## src/design/itrt_pkg.sv

```systemverilog
package itrt_pkg;

    localparam int RADIX_W = 6;
    localparam int SYMBOL_W = 7;
    localparam logic [RADIX_W-1:0] RADIX_MIN = RADIX_W'(2);
    localparam logic [RADIX_W-1:0] RADIX_MAX = RADIX_W'(36);
    localparam logic [RADIX_W-1:0] RADIX_DEFAULT = RADIX_W'(10);
    localparam logic [SYMBOL_W-1:0] CHAR_MINUS = SYMBOL_W'(8'h2D);
    localparam logic [SYMBOL_W-1:0] CHAR_ZERO = SYMBOL_W'(8'h30);
    localparam logic [SYMBOL_W-1:0] CHAR_ALPHA = SYMBOL_W'(8'h41);

    typedef struct packed {
        logic load;
        logic step;
        logic push;
        logic emit_sign;
        logic emit_digit;
    } cmd_t;

    typedef struct packed {
        logic quot_zero;
        logic negative;
        logic stack_one;
        logic out_free;
    } status_t;

    function automatic logic [SYMBOL_W-1:0] digit_to_ascii(input logic [RADIX_W-1:0] d);
        logic [SYMBOL_W-1:0] code;
        if (d < RADIX_DEFAULT) begin
            code = CHAR_ZERO + SYMBOL_W'(d);
        end else begin
            code = CHAR_ALPHA + SYMBOL_W'(d - RADIX_DEFAULT);
        end
        return code;
    endfunction

endpackage

```

## src/design/itrt_ctrl.sv

```systemverilog
module itrt_ctrl #(
    parameter int VALUE_WIDTH = 32
) (
    input  logic              aclk,
    input  logic              aresetn,
    input  logic              s_tvalid,
    output logic              s_tready,
    input  itrt_pkg::status_t status,
    output itrt_pkg::cmd_t    cmd
);

    localparam int CNT_W = $clog2(VALUE_WIDTH);

    typedef enum logic [2:0] {
        ST_IDLE,
        ST_DIVIDE,
        ST_PUSH,
        ST_SIGN,
        ST_EMIT
    } state_t;

    state_t           state_reg, state_next;
    logic [CNT_W-1:0] cnt_reg, cnt_next;

    always_comb begin
        state_next = state_reg;
        cnt_next = cnt_reg;
        cmd = '0;
        s_tready = 1'b0;
        case (state_reg)
            ST_IDLE: begin
                s_tready = 1'b1;
                if (s_tvalid) begin
                    cmd.load = 1'b1;
                    cnt_next = '0;
                    state_next = ST_DIVIDE;
                end
            end
            ST_DIVIDE: begin
                cmd.step = 1'b1;
                cnt_next = cnt_reg + 1'b1;
                if (cnt_reg == CNT_W'(VALUE_WIDTH - 1)) begin
                    state_next = ST_PUSH;
                end
            end
            ST_PUSH: begin
                cmd.push = 1'b1;
                cnt_next = '0;
                if (!status.quot_zero) begin
                    state_next = ST_DIVIDE;
                end else if (status.negative) begin
                    state_next = ST_SIGN;
                end else begin
                    state_next = ST_EMIT;
                end
            end
            ST_SIGN: begin
                if (status.out_free) begin
                    cmd.emit_sign = 1'b1;
                    state_next = ST_EMIT;
                end
            end
            ST_EMIT: begin
                if (status.out_free) begin
                    cmd.emit_digit = 1'b1;
                    if (status.stack_one) begin
                        state_next = ST_IDLE;
                    end
                end
            end
            default: begin
                state_next = ST_IDLE;
            end
        endcase
    end

    always_ff @(posedge aclk) begin
        if (!aresetn) begin
            state_reg <= ST_IDLE;
            cnt_reg <= '0;
        end else begin
            state_reg <= state_next;
            cnt_reg <= cnt_next;
        end
    end

endmodule

```

## src/design/itrt_datapath.sv

```systemverilog
module itrt_datapath #(
    parameter int VALUE_WIDTH = 32
) (
    input  logic                          aclk,
    input  logic                          aresetn,
    input  itrt_pkg::cmd_t                cmd,
    output itrt_pkg::status_t             status,
    input  logic [VALUE_WIDTH-1:0]        value,
    input  logic [itrt_pkg::RADIX_W-1:0]  radix,
    input  logic                          m_tready,
    output logic                          m_tvalid,
    output logic [itrt_pkg::SYMBOL_W-1:0] symbol,
    output logic                          last
);

    localparam int RW = itrt_pkg::RADIX_W;
    localparam int DEPTH_W = $clog2(VALUE_WIDTH + 1);

    logic [VALUE_WIDTH-1:0]      mag_reg, mag_next;
    logic [RW-1:0]               base_reg, base_next;
    logic [RW-1:0]               rem_reg, rem_next;
    logic                        neg_reg, neg_next;
    logic [RW-1:0]               stk_reg [VALUE_WIDTH];
    logic [RW-1:0]               stk_next [VALUE_WIDTH];
    logic [DEPTH_W-1:0]          depth_reg, depth_next;
    logic                        valid_reg, valid_next;
    logic [itrt_pkg::SYMBOL_W-1:0] symbol_reg, symbol_next;
    logic                        last_reg, last_next;
    logic [RW:0]                 trial;
    logic                        qbit;

    assign trial = {rem_reg, mag_reg[VALUE_WIDTH-1]};
    assign qbit = (trial >= {1'b0, base_reg});

    always_comb begin
        mag_next = mag_reg;
        base_next = base_reg;
        rem_next = rem_reg;
        neg_next = neg_reg;
        stk_next = stk_reg;
        depth_next = depth_reg;
        valid_next = valid_reg && !m_tready;
        symbol_next = symbol_reg;
        last_next = last_reg;
        if (cmd.load) begin
            neg_next = value[VALUE_WIDTH-1];
            mag_next = value[VALUE_WIDTH-1] ? (~value + 1'b1) : value;
            rem_next = '0;
            if (radix < itrt_pkg::RADIX_MIN || radix > itrt_pkg::RADIX_MAX) begin
                base_next = itrt_pkg::RADIX_DEFAULT;
            end else begin
                base_next = radix;
            end
        end
        if (cmd.step) begin
            mag_next = {mag_reg[VALUE_WIDTH-2:0], qbit};
            rem_next = qbit ? RW'(trial - {1'b0, base_reg}) : trial[RW-1:0];
        end
        if (cmd.push) begin
            stk_next[0] = rem_reg;
            for (int i = 1; i < VALUE_WIDTH; i++) begin
                stk_next[i] = stk_reg[i-1];
            end
            depth_next = depth_reg + 1'b1;
            rem_next = '0;
        end
        if (cmd.emit_sign) begin
            valid_next = 1'b1;
            symbol_next = itrt_pkg::CHAR_MINUS;
            last_next = 1'b0;
        end
        if (cmd.emit_digit) begin
            valid_next = 1'b1;
            symbol_next = itrt_pkg::digit_to_ascii(stk_reg[0]);
            last_next = (depth_reg == DEPTH_W'(1));
            for (int i = 0; i < VALUE_WIDTH - 1; i++) begin
                stk_next[i] = stk_reg[i+1];
            end
            stk_next[VALUE_WIDTH-1] = '0;
            depth_next = depth_reg - 1'b1;
        end
    end

    always_ff @(posedge aclk) begin
        if (!aresetn) begin
            valid_reg <= 1'b0;
            depth_reg <= '0;
            rem_reg <= '0;
            base_reg <= itrt_pkg::RADIX_DEFAULT;
        end else begin
            valid_reg <= valid_next;
            depth_reg <= depth_next;
            rem_reg <= rem_next;
            base_reg <= base_next;
        end
        mag_reg <= mag_next;
        neg_reg <= neg_next;
        stk_reg <= stk_next;
        symbol_reg <= symbol_next;
        last_reg <= last_next;
    end

    assign status.quot_zero = (mag_reg == '0);
    assign status.negative = neg_reg;
    assign status.stack_one = (depth_reg == DEPTH_W'(1));
    assign status.out_free = !valid_reg || m_tready;

    assign m_tvalid = valid_reg;
    assign symbol = symbol_reg;
    assign last = last_reg;

    a_rem_below_base: assert property (@(posedge aclk) disable iff (!aresetn)
        rem_reg < base_reg)
        else $error("division remainder reached the radix");

    a_no_push_full: assert property (@(posedge aclk) disable iff (!aresetn)
        cmd.push |-> depth_reg != DEPTH_W'(VALUE_WIDTH))
        else $error("digit stack overflow");

    a_no_pop_empty: assert property (@(posedge aclk) disable iff (!aresetn)
        cmd.emit_digit |-> depth_reg != '0)
        else $error("digit stack underflow");

    a_emit_slot_free: assert property (@(posedge aclk) disable iff (!aresetn)
        (cmd.emit_sign || cmd.emit_digit) |-> (!valid_reg || m_tready))
        else $error("character emitted over an unaccepted beat");

endmodule

```

## src/design/integer_to_radix_text_core.sv

```systemverilog
// Converts one signed VALUE_WIDTH-bit integer per input beat into its ASCII text in a radix
// from 2 to 36 (any other radix code means ten), one character per output beat, most
// significant character first: a leading '-' for negatives, then '0'-'9' and 'A'-'Z', with
// m_tlast set on the final character. Each digit comes from a bit-serial restoring divider
// that runs through every bit of the value, after which the digit is pushed onto a stack; once
// the quotient is zero, the characters leave at one per cycle while the sink is ready. The
// block holds one value at a time; s_tready rises again once the last character sits in the
// output register.
module integer_to_radix_text_core #(
    parameter int VALUE_WIDTH = 32
) (
    input  logic                                   aclk,
    input  logic                                   aresetn,
    input  logic                                   s_tvalid,
    output logic                                   s_tready,
    // value [VALUE_WIDTH-1:0], radix [VALUE_WIDTH+5:VALUE_WIDTH], zero padding
    input  logic [((VALUE_WIDTH + 6 + 7) / 8) * 8 - 1:0] s_tdata,
    output logic                                   m_tvalid,
    input  logic                                   m_tready,
    // symbol [6:0], zero padding [7]
    output logic [7:0]                             m_tdata,
    output logic                                   m_tlast
);

    itrt_pkg::cmd_t                cmd;
    itrt_pkg::status_t             status;
    logic [itrt_pkg::SYMBOL_W-1:0] symbol;

    itrt_ctrl #(
        .VALUE_WIDTH(VALUE_WIDTH)
    ) u_ctrl (
        .aclk     (aclk),
        .aresetn  (aresetn),
        .s_tvalid (s_tvalid),
        .s_tready (s_tready),
        .status   (status),
        .cmd      (cmd)
    );

    itrt_datapath #(
        .VALUE_WIDTH(VALUE_WIDTH)
    ) u_datapath (
        .aclk     (aclk),
        .aresetn  (aresetn),
        .cmd      (cmd),
        .status   (status),
        .value    (s_tdata[VALUE_WIDTH-1:0]),
        .radix    (s_tdata[VALUE_WIDTH+itrt_pkg::RADIX_W-1:VALUE_WIDTH]),
        .m_tready (m_tready),
        .m_tvalid (m_tvalid),
        .symbol   (symbol),
        .last     (m_tlast)
    );

    assign m_tdata = {1'b0, symbol};

endmodule
```

## config.mk

```make
export PLATFORM = sky130hd
export DESIGN_NAME = integer_to_radix_text_core
export DESIGN_NICKNAME = d
export VERILOG_FILES = /design/src/design/itrt_pkg.sv /design/src/design/itrt_ctrl.sv /design/src/design/itrt_datapath.sv /design/src/design/integer_to_radix_text_core.sv
export SDC_FILE = /design/constraint.sdc
export NUM_CORES = 1
export LEC_CHECK = 0
export ABC_AREA = 0
export BUFFER_PORTS_ARGS = -buffer_cell sky130_fd_sc_hd__buf_2
export CAP_MARGIN = 20
export CORE_MARGIN = 1
export CORE_UTILIZATION = 38
export DETAILED_ROUTE_END_ITERATION = 8
export GPL_ROUTABILITY_DRIVEN = 0
export HOLD_SLACK_MARGIN = 0.15
export PLACE_DENSITY = 0.62
export RECOVER_POWER = 25
export SKIP_CTS_REPAIR_TIMING = 1
export SYNTH_ARGS = -nofsm -noshare
export SYNTH_HDL_FRONTEND = slang
export SYNTH_SLANG_ARGS = --single-unit
export TNS_END_PERCENT = 5
```

## constraint.sdc

```tcl
create_clock -name aclk -period 5.3 [get_ports aclk]
set_clock_uncertainty 0.05 [all_clocks]
set_input_delay 0.265 -clock aclk [delete_from_list [all_inputs] [get_ports aclk]]
set_output_delay 0.265 -clock aclk [all_outputs]
set_load 0.03 [all_outputs]
```

Yosys cells after proc, flatten, opt, wreduce, memory -nomap -nowiden
Index checks and enable logic that the tools add are counted.
{"block": "word_totals", "ff_bits": 260, "input_bits": 44, "output_inout_bits": 11, "wordCells": 117}
{"block": "op_classes", "addsub": 8, "magnitude_cmp": 4, "eq_ne": 11, "muxes": 36, "bitwise_logic": 2, "n_reduce_logical": 14}
{"cell": "$mux 192", "count": 2}
{"cell": "$mux 32", "count": 3}
{"cell": "$mux 6", "count": 6}
{"cell": "$add 32x1->32 const B", "count": 1}
{"cell": "$logic_not 32->1", "count": 1}
{"cell": "$not 32->32", "count": 1}
{"cell": "$mux 3", "count": 7}
{"cell": "$mux 7", "count": 3}
{"cell": "$pmux 3 s5", "count": 1}
{"cell": "$pmux 5 s3", "count": 1}
{"cell": "$mux 1", "count": 12}
{"cell": "$ne 2x2->1 const B", "count": 4}
{"cell": "$add 6x6->7 const A", "count": 1}
{"cell": "$add 7x7->7 const A", "count": 1}
{"cell": "$ge 7x6->1", "count": 1}
{"cell": "$sub 6x4->7 const B", "count": 1}
{"cell": "$add 6x1->6 const B", "count": 1}
{"cell": "$eq 3x2->1 const B", "count": 2}
{"cell": "$eq 6x1->1 const B", "count": 1}
{"cell": "$gt 6x6->1 const B", "count": 1}
{"cell": "$lt 6x2->1 const B", "count": 1}
{"cell": "$lt 6x4->1 const B", "count": 1}
{"cell": "$reduce_bool 2->1", "count": 3}
{"cell": "$sub 6x1->6 const B", "count": 1}
{"cell": "other kinds (16)", "count": 18}

Logic depth before layout (Yosys ltp)
{"block": "depth", "ltp_word": 6, "depth_mapped": 9, "mapped_depth_nobuf": 9}

Cells and area by module
A second synthesis with hierarchy kept.
{"block": "unflattened", "hier_cells": 904, "area_unflattened_um2": 11860.1}
{"mod": "itrt_datapath", "n_inst": 1, "cells_per_inst": 847, "area_each_um2": 11365.9, "seq_area_each_um2": 7317.0}
{"mod": "itrt_ctrl", "n_inst": 1, "cells_per_inst": 55, "area_each_um2": 483.0, "seq_area_each_um2": 160.2}
{"mod": "integer_to_radix_text_core", "n_inst": 1, "cells_per_inst": 2, "area_each_um2": 11.3, "seq_area_each_um2": 0.0}

Worst setup path after synthesis
No wires, ideal clock.
{"block": "synth_timing", "kind": "register to register", "from": "reg u_ctrl.state_reg[1]", "to": "reg u_datapath.depth_reg[0]", "setup_time_ns": 0.116, "arrival_ns": 3.785, "required_ns": 5.134, "setup_slack_ns": 1.350, "path_stages_with_launch": 6, "n_path_buf": 1, "period_less_slack_ns": 3.950, "path_cell_list": "dfxtp_1 buf_2 nor3b_1 or2_2 nand2_1 and3_1"}
{"block": "synth_between", "elab_chain_cells": 3, "word_cells_on_any_way": 6, "classes_between": "eq/ne: 2; mux: 3; reduce/logical: 1"}
{"item": "start, declared", "line_no": "itrt_ctrl.sv:22", "text": "state_t state_reg, state_next;"}
{"item": "start signal, assigned", "line_no": "itrt_ctrl.sv:82", "text": "state_reg <= state_next;"}
{"item": "$eq 3x3->1 or $eq 3x2->1 (tied branches)", "line_no": "itrt_ctrl.sv:30", "text": "case (state_reg)"}
{"item": "$mux 1", "line_no": "itrt_ctrl.sv:30"}
{"item": "$mux 6 or $reduce_bool 2->1 (tied branches)"}
{"item": "end signal, assigned", "line_no": "itrt_datapath.sv:92", "text": "depth_reg <= depth_next;"}
{"item": "end, declared", "line_no": "itrt_datapath.sv:25", "text": "logic [DEPTH_W-1:0] depth_reg, depth_next;"}
Parallel ways exist; a longest one is shown, timed or not.
A chain may end at the register's enable or synchronous reset.

Worst setup path in the final report
{"block": "layout_timing", "from": "reg u_ctrl.state_reg[0]", "to": "reg u_datapath.mag_reg[31], data pin"}
{"block": "layout_between", "elab_chain_cells": 3}
{"item": "$eq 3x1->1", "line_no": "itrt_ctrl.sv:30"}
{"item": "$mux 1", "line_no": "itrt_ctrl.sv:30"}
{"item": "$mux 32", "line_no": "itrt_datapath.sv:55", "text": "if (cmd.step) begin"}
{"item": "via u_datapath.mag_next[31]", "line_no": "itrt_datapath.sv:19", "text": "logic [VALUE_WIDTH-1:0] mag_reg, mag_next;"}
{"item": "end signal, assigned", "line_no": "itrt_datapath.sv:96", "text": "mag_reg <= mag_next;"}
{"item": "end, declared", "line_no": "itrt_datapath.sv:19"}
The timed path passes the listed nets, and every way through them passes these cells.

==> results_dict.tcl <==
set metrics [dict create \
    cts_buffers 28 \
    fin_setup_tns_ns 0 \
    grt_max_degree 207 \
    power_density_nw_per_um2 344 \
    synthCells 933 \
    comb_power_share_pct 6.5 \
    dp_hpwl_um 13400 \
    r2r_end "u_datapath.mag_reg[31]$_DFFE_PP_" \
    routed.top_layer "met4" \
    ys_seq_area_share_pct 62.6 \
    pre_cts_slack_ns 1.93 \
    cts.sinks 260 \
    synth-edff-count 227 \
    synth.largest_area_cell "edfxtp_1" \
    leakage_nw 4.82 \
    max_clock_freq_mhz 293 \
    die_y_um 179 \
    yosysWarningCount 0 \
    setup.worst_path.start_class "flop" \
    via_per_inst 5.57 \
    cp.required_ns 5.53 \
    drive_gt1_share_pct 11.2 \
    syn_area_um2 11900 \
    fin_crit_ns 3.42 \
    dr_wl_met3_um 889 \
    endpoint "u_datapath.mag_reg[31]$_DFFE_PP_" \
    synth_area_leaders "edfxtp_1 (57%), a22o_1 (14%), dfxtp_1 (5.5%)" \
    r2r_start "u_ctrl.state_reg[0]$_SDFFE_PN0P_" \
    cap_viol_max_count 1 \
    slew_viol_final 58 \
    rsz0062_at_grt "no" \
    hold_viol 0 \
    max_slew_margin_pct -35.9 \
    grt_overflow 0 \
    seq_area_um2 7480 \
    internal_power_mw 3.68 \
    num_rows 64 \
    fillCellCount 2806 \
    synth_nets 993 \
    instances_no_fill 1394 \
    antenna_cells 0 \
    clkSlewWorstSetupHoldPaths_ns 0.06 \
    ys_async_sr_fraction_pct 0 \
    grt_pass1_wl_um 37400 \
    path_class "reg -> reg" \
    fin_ws_ns 1.88 \
    tightest_slew_ns 2.04 \
    swShare_pct 21.9 \
    multiInputGateArea_um2 4100 \
    die_x_um 179 \
    ir_worst_vdd_v 0.000223 \
    ys_ff_latch 260 \
    synthTopCellsByCount "edfxtp_1 (227), a22o_1 (186), nand2_1 (79)" \
    hold_path.class "in -> reg" \
    dieArea_um2 32100 \
    track_usage_pct 14.3 \
    synth.most_common_cell "edfxtp_1" \
    hold_depth 3 \
    p_seq_share_pct 50.9 \
    area_growth_pct 14.7 \
    power_switching_mw 1.03 \
    reg2reg_slack_ns 1.88 \
    totalWireLength_um 23100 \
    cts_tree "built" \
    post-place-cells 1319 \
    cp.arrival_ns 3.65 \
    first_iter_violations 685 \
    setup_viol 0 \
    synthFlopType "edfxtp_1" \
    end_kind "flop" \
    clk_latency_ns 0.53 \
    place_area_um2 12500 \
    critPathMaxFanout 57 \
    failed_checks "capacitance limit, slew limit" \
    crit_start "u_ctrl.state_reg[0]$_SDFFE_PN0P_" \
    vias 7760 \
    post-route-util_pct 44.5 \
    routedWlPerCell_um 16.6 \
    status "finished with violations" \
    final_antenna_net_count 0 \
    dr.pass1.iters 5 \
    port_buffers 51 \
    grt_pass1_vias 7197 \
    start_util_pct 38.8 \
    layout.nets 1037 \
    wl_met2_um 10000 \
    cts_root_buf "clkbuf_16" \
    grt_antenna_before_repair 0 \
    period_share_pct 64.4 \
    core_area_um2 30700 \
    htree_levels 1 \
    cts_max_path_buffers 3 \
    syn_avg_cell_area_um2 12.8 \
    synth_top_cell_area_share_pct 57.1 \
    wl_met1_um 11800 \
    clkPwrFrac_pct 42.7 \
    drc 0 \
    ys_types 60 \
    r2r_cells 6 \
    io_pins 55 \
    stdcell_area_um2 13700 \
    largest_reg_flops 192 \
]
==> cells in the final DEF (no fill, tap or decap), drive strengths merged, types with 17 or more instances in the layout <==
| cell type | n |
|---|---|
| edfxtp | 227 |
| a22o | 186 |
| nand2 | 79 |
| buf | 48 |
| clkbuf | 48 |
| o21ai | 42 |
| dfxtp | 33 |
| nor2 | 28 |
| inv | 23 |
| dlygate4sd3 | 23 |
| a21oi | 21 |
| xor2 | 21 |
| nor4 | 17 |
==> area by class of cell <==
| type | instances | area share [%] |
|---|---|---|
| Sequential cell | 260 | 54.6 |
| Multi-Input combinational cell | 580 | 29.9 |
| Clock buffer | 36 | 5.64 |
| Timing Repair Buffer | 83 | 4.18 |
| Tap cell | 396 | 3.62 |
| Clock inverter | 15 | 1.35 |
| Inverter | 24 | 0.658 |
==> power groups by stage <==
stage | sequential (mW) | combinational [mW] | clock [mW]
finish | 2.40 | 0.305 | 2.01
global route | 2.41 | 0.344 | 2.13
CTS | 2.40 | 0.295 | 2.06
detailed placement | 2.44 | 0.292 | 0
global placement | 2.44 | 0.286 | 0
floorplan | 2.42 | 0.212 | 0
==> metal layers <==
layer,track usage (%),up-vias
li1,-,3756
met1,22.1,3827
met2,20.6,148
met3,2.25,29
met4,3.57,0
met5,0,-
==> worst min path at each step <==
stage / endpoint / start
2_1_floorplan: u_datapath.neg_reg$_DFFE_PP_ / s_tdata[31]
3_3_place_gp: u_datapath.stk_reg[5]$_SDFFE_PP0N_ / u_datapath.stk_reg[5]$_SDFFE_PP0N_
3_5_place_dp: u_datapath.stk_reg[3]$_SDFFE_PP0N_ / u_datapath.stk_reg[3]$_SDFFE_PP0N_
4_1_cts: u_datapath.base_reg[3]$_SDFFE_PN1P_ / s_tdata[35]
5_1_grt: u_datapath.mag_reg[10]$_DFFE_PP_ / s_tdata[10]
6_report: u_datapath.mag_reg[17]$_DFFE_PP_ / s_tdata[17]
==> stage by stage <==
stage                     total power [mW]  hold WS (ns)
after floorplan                       2.63         0.314
after global placement                2.72         0.398
after detailed placement              2.73         0.406
after CTS                             4.75        -0.105
after global routing                  4.89         0.151
final                                 4.71         0.121
==> kinds of logic after synthesis <==
group / Yosys count / synth area share [%]
xor gates and xnor gates: 37 / 2.71
other: 1 / 0.0314
muxes: 7 / 0.639
AOI/OAI and AO/OA: 299 / 19.9
DFF: 260 / 62.6
adders and majority gates: 16 / 1.74
and+or+nand+nor: 220 / 9.30
buffers and inverters: 93 / 3.04
==> critical path: stages (launching register included) <==
cell      delay (ns)
dfxtp_1         0.52
inv_1           0.12
nor3_1          0.43
clkbuf_1        1.51
or3_1           0.27
nor4_1          0.08
a21o_1          0.19
No activity file was read; power rests on OpenSTA's default activity.
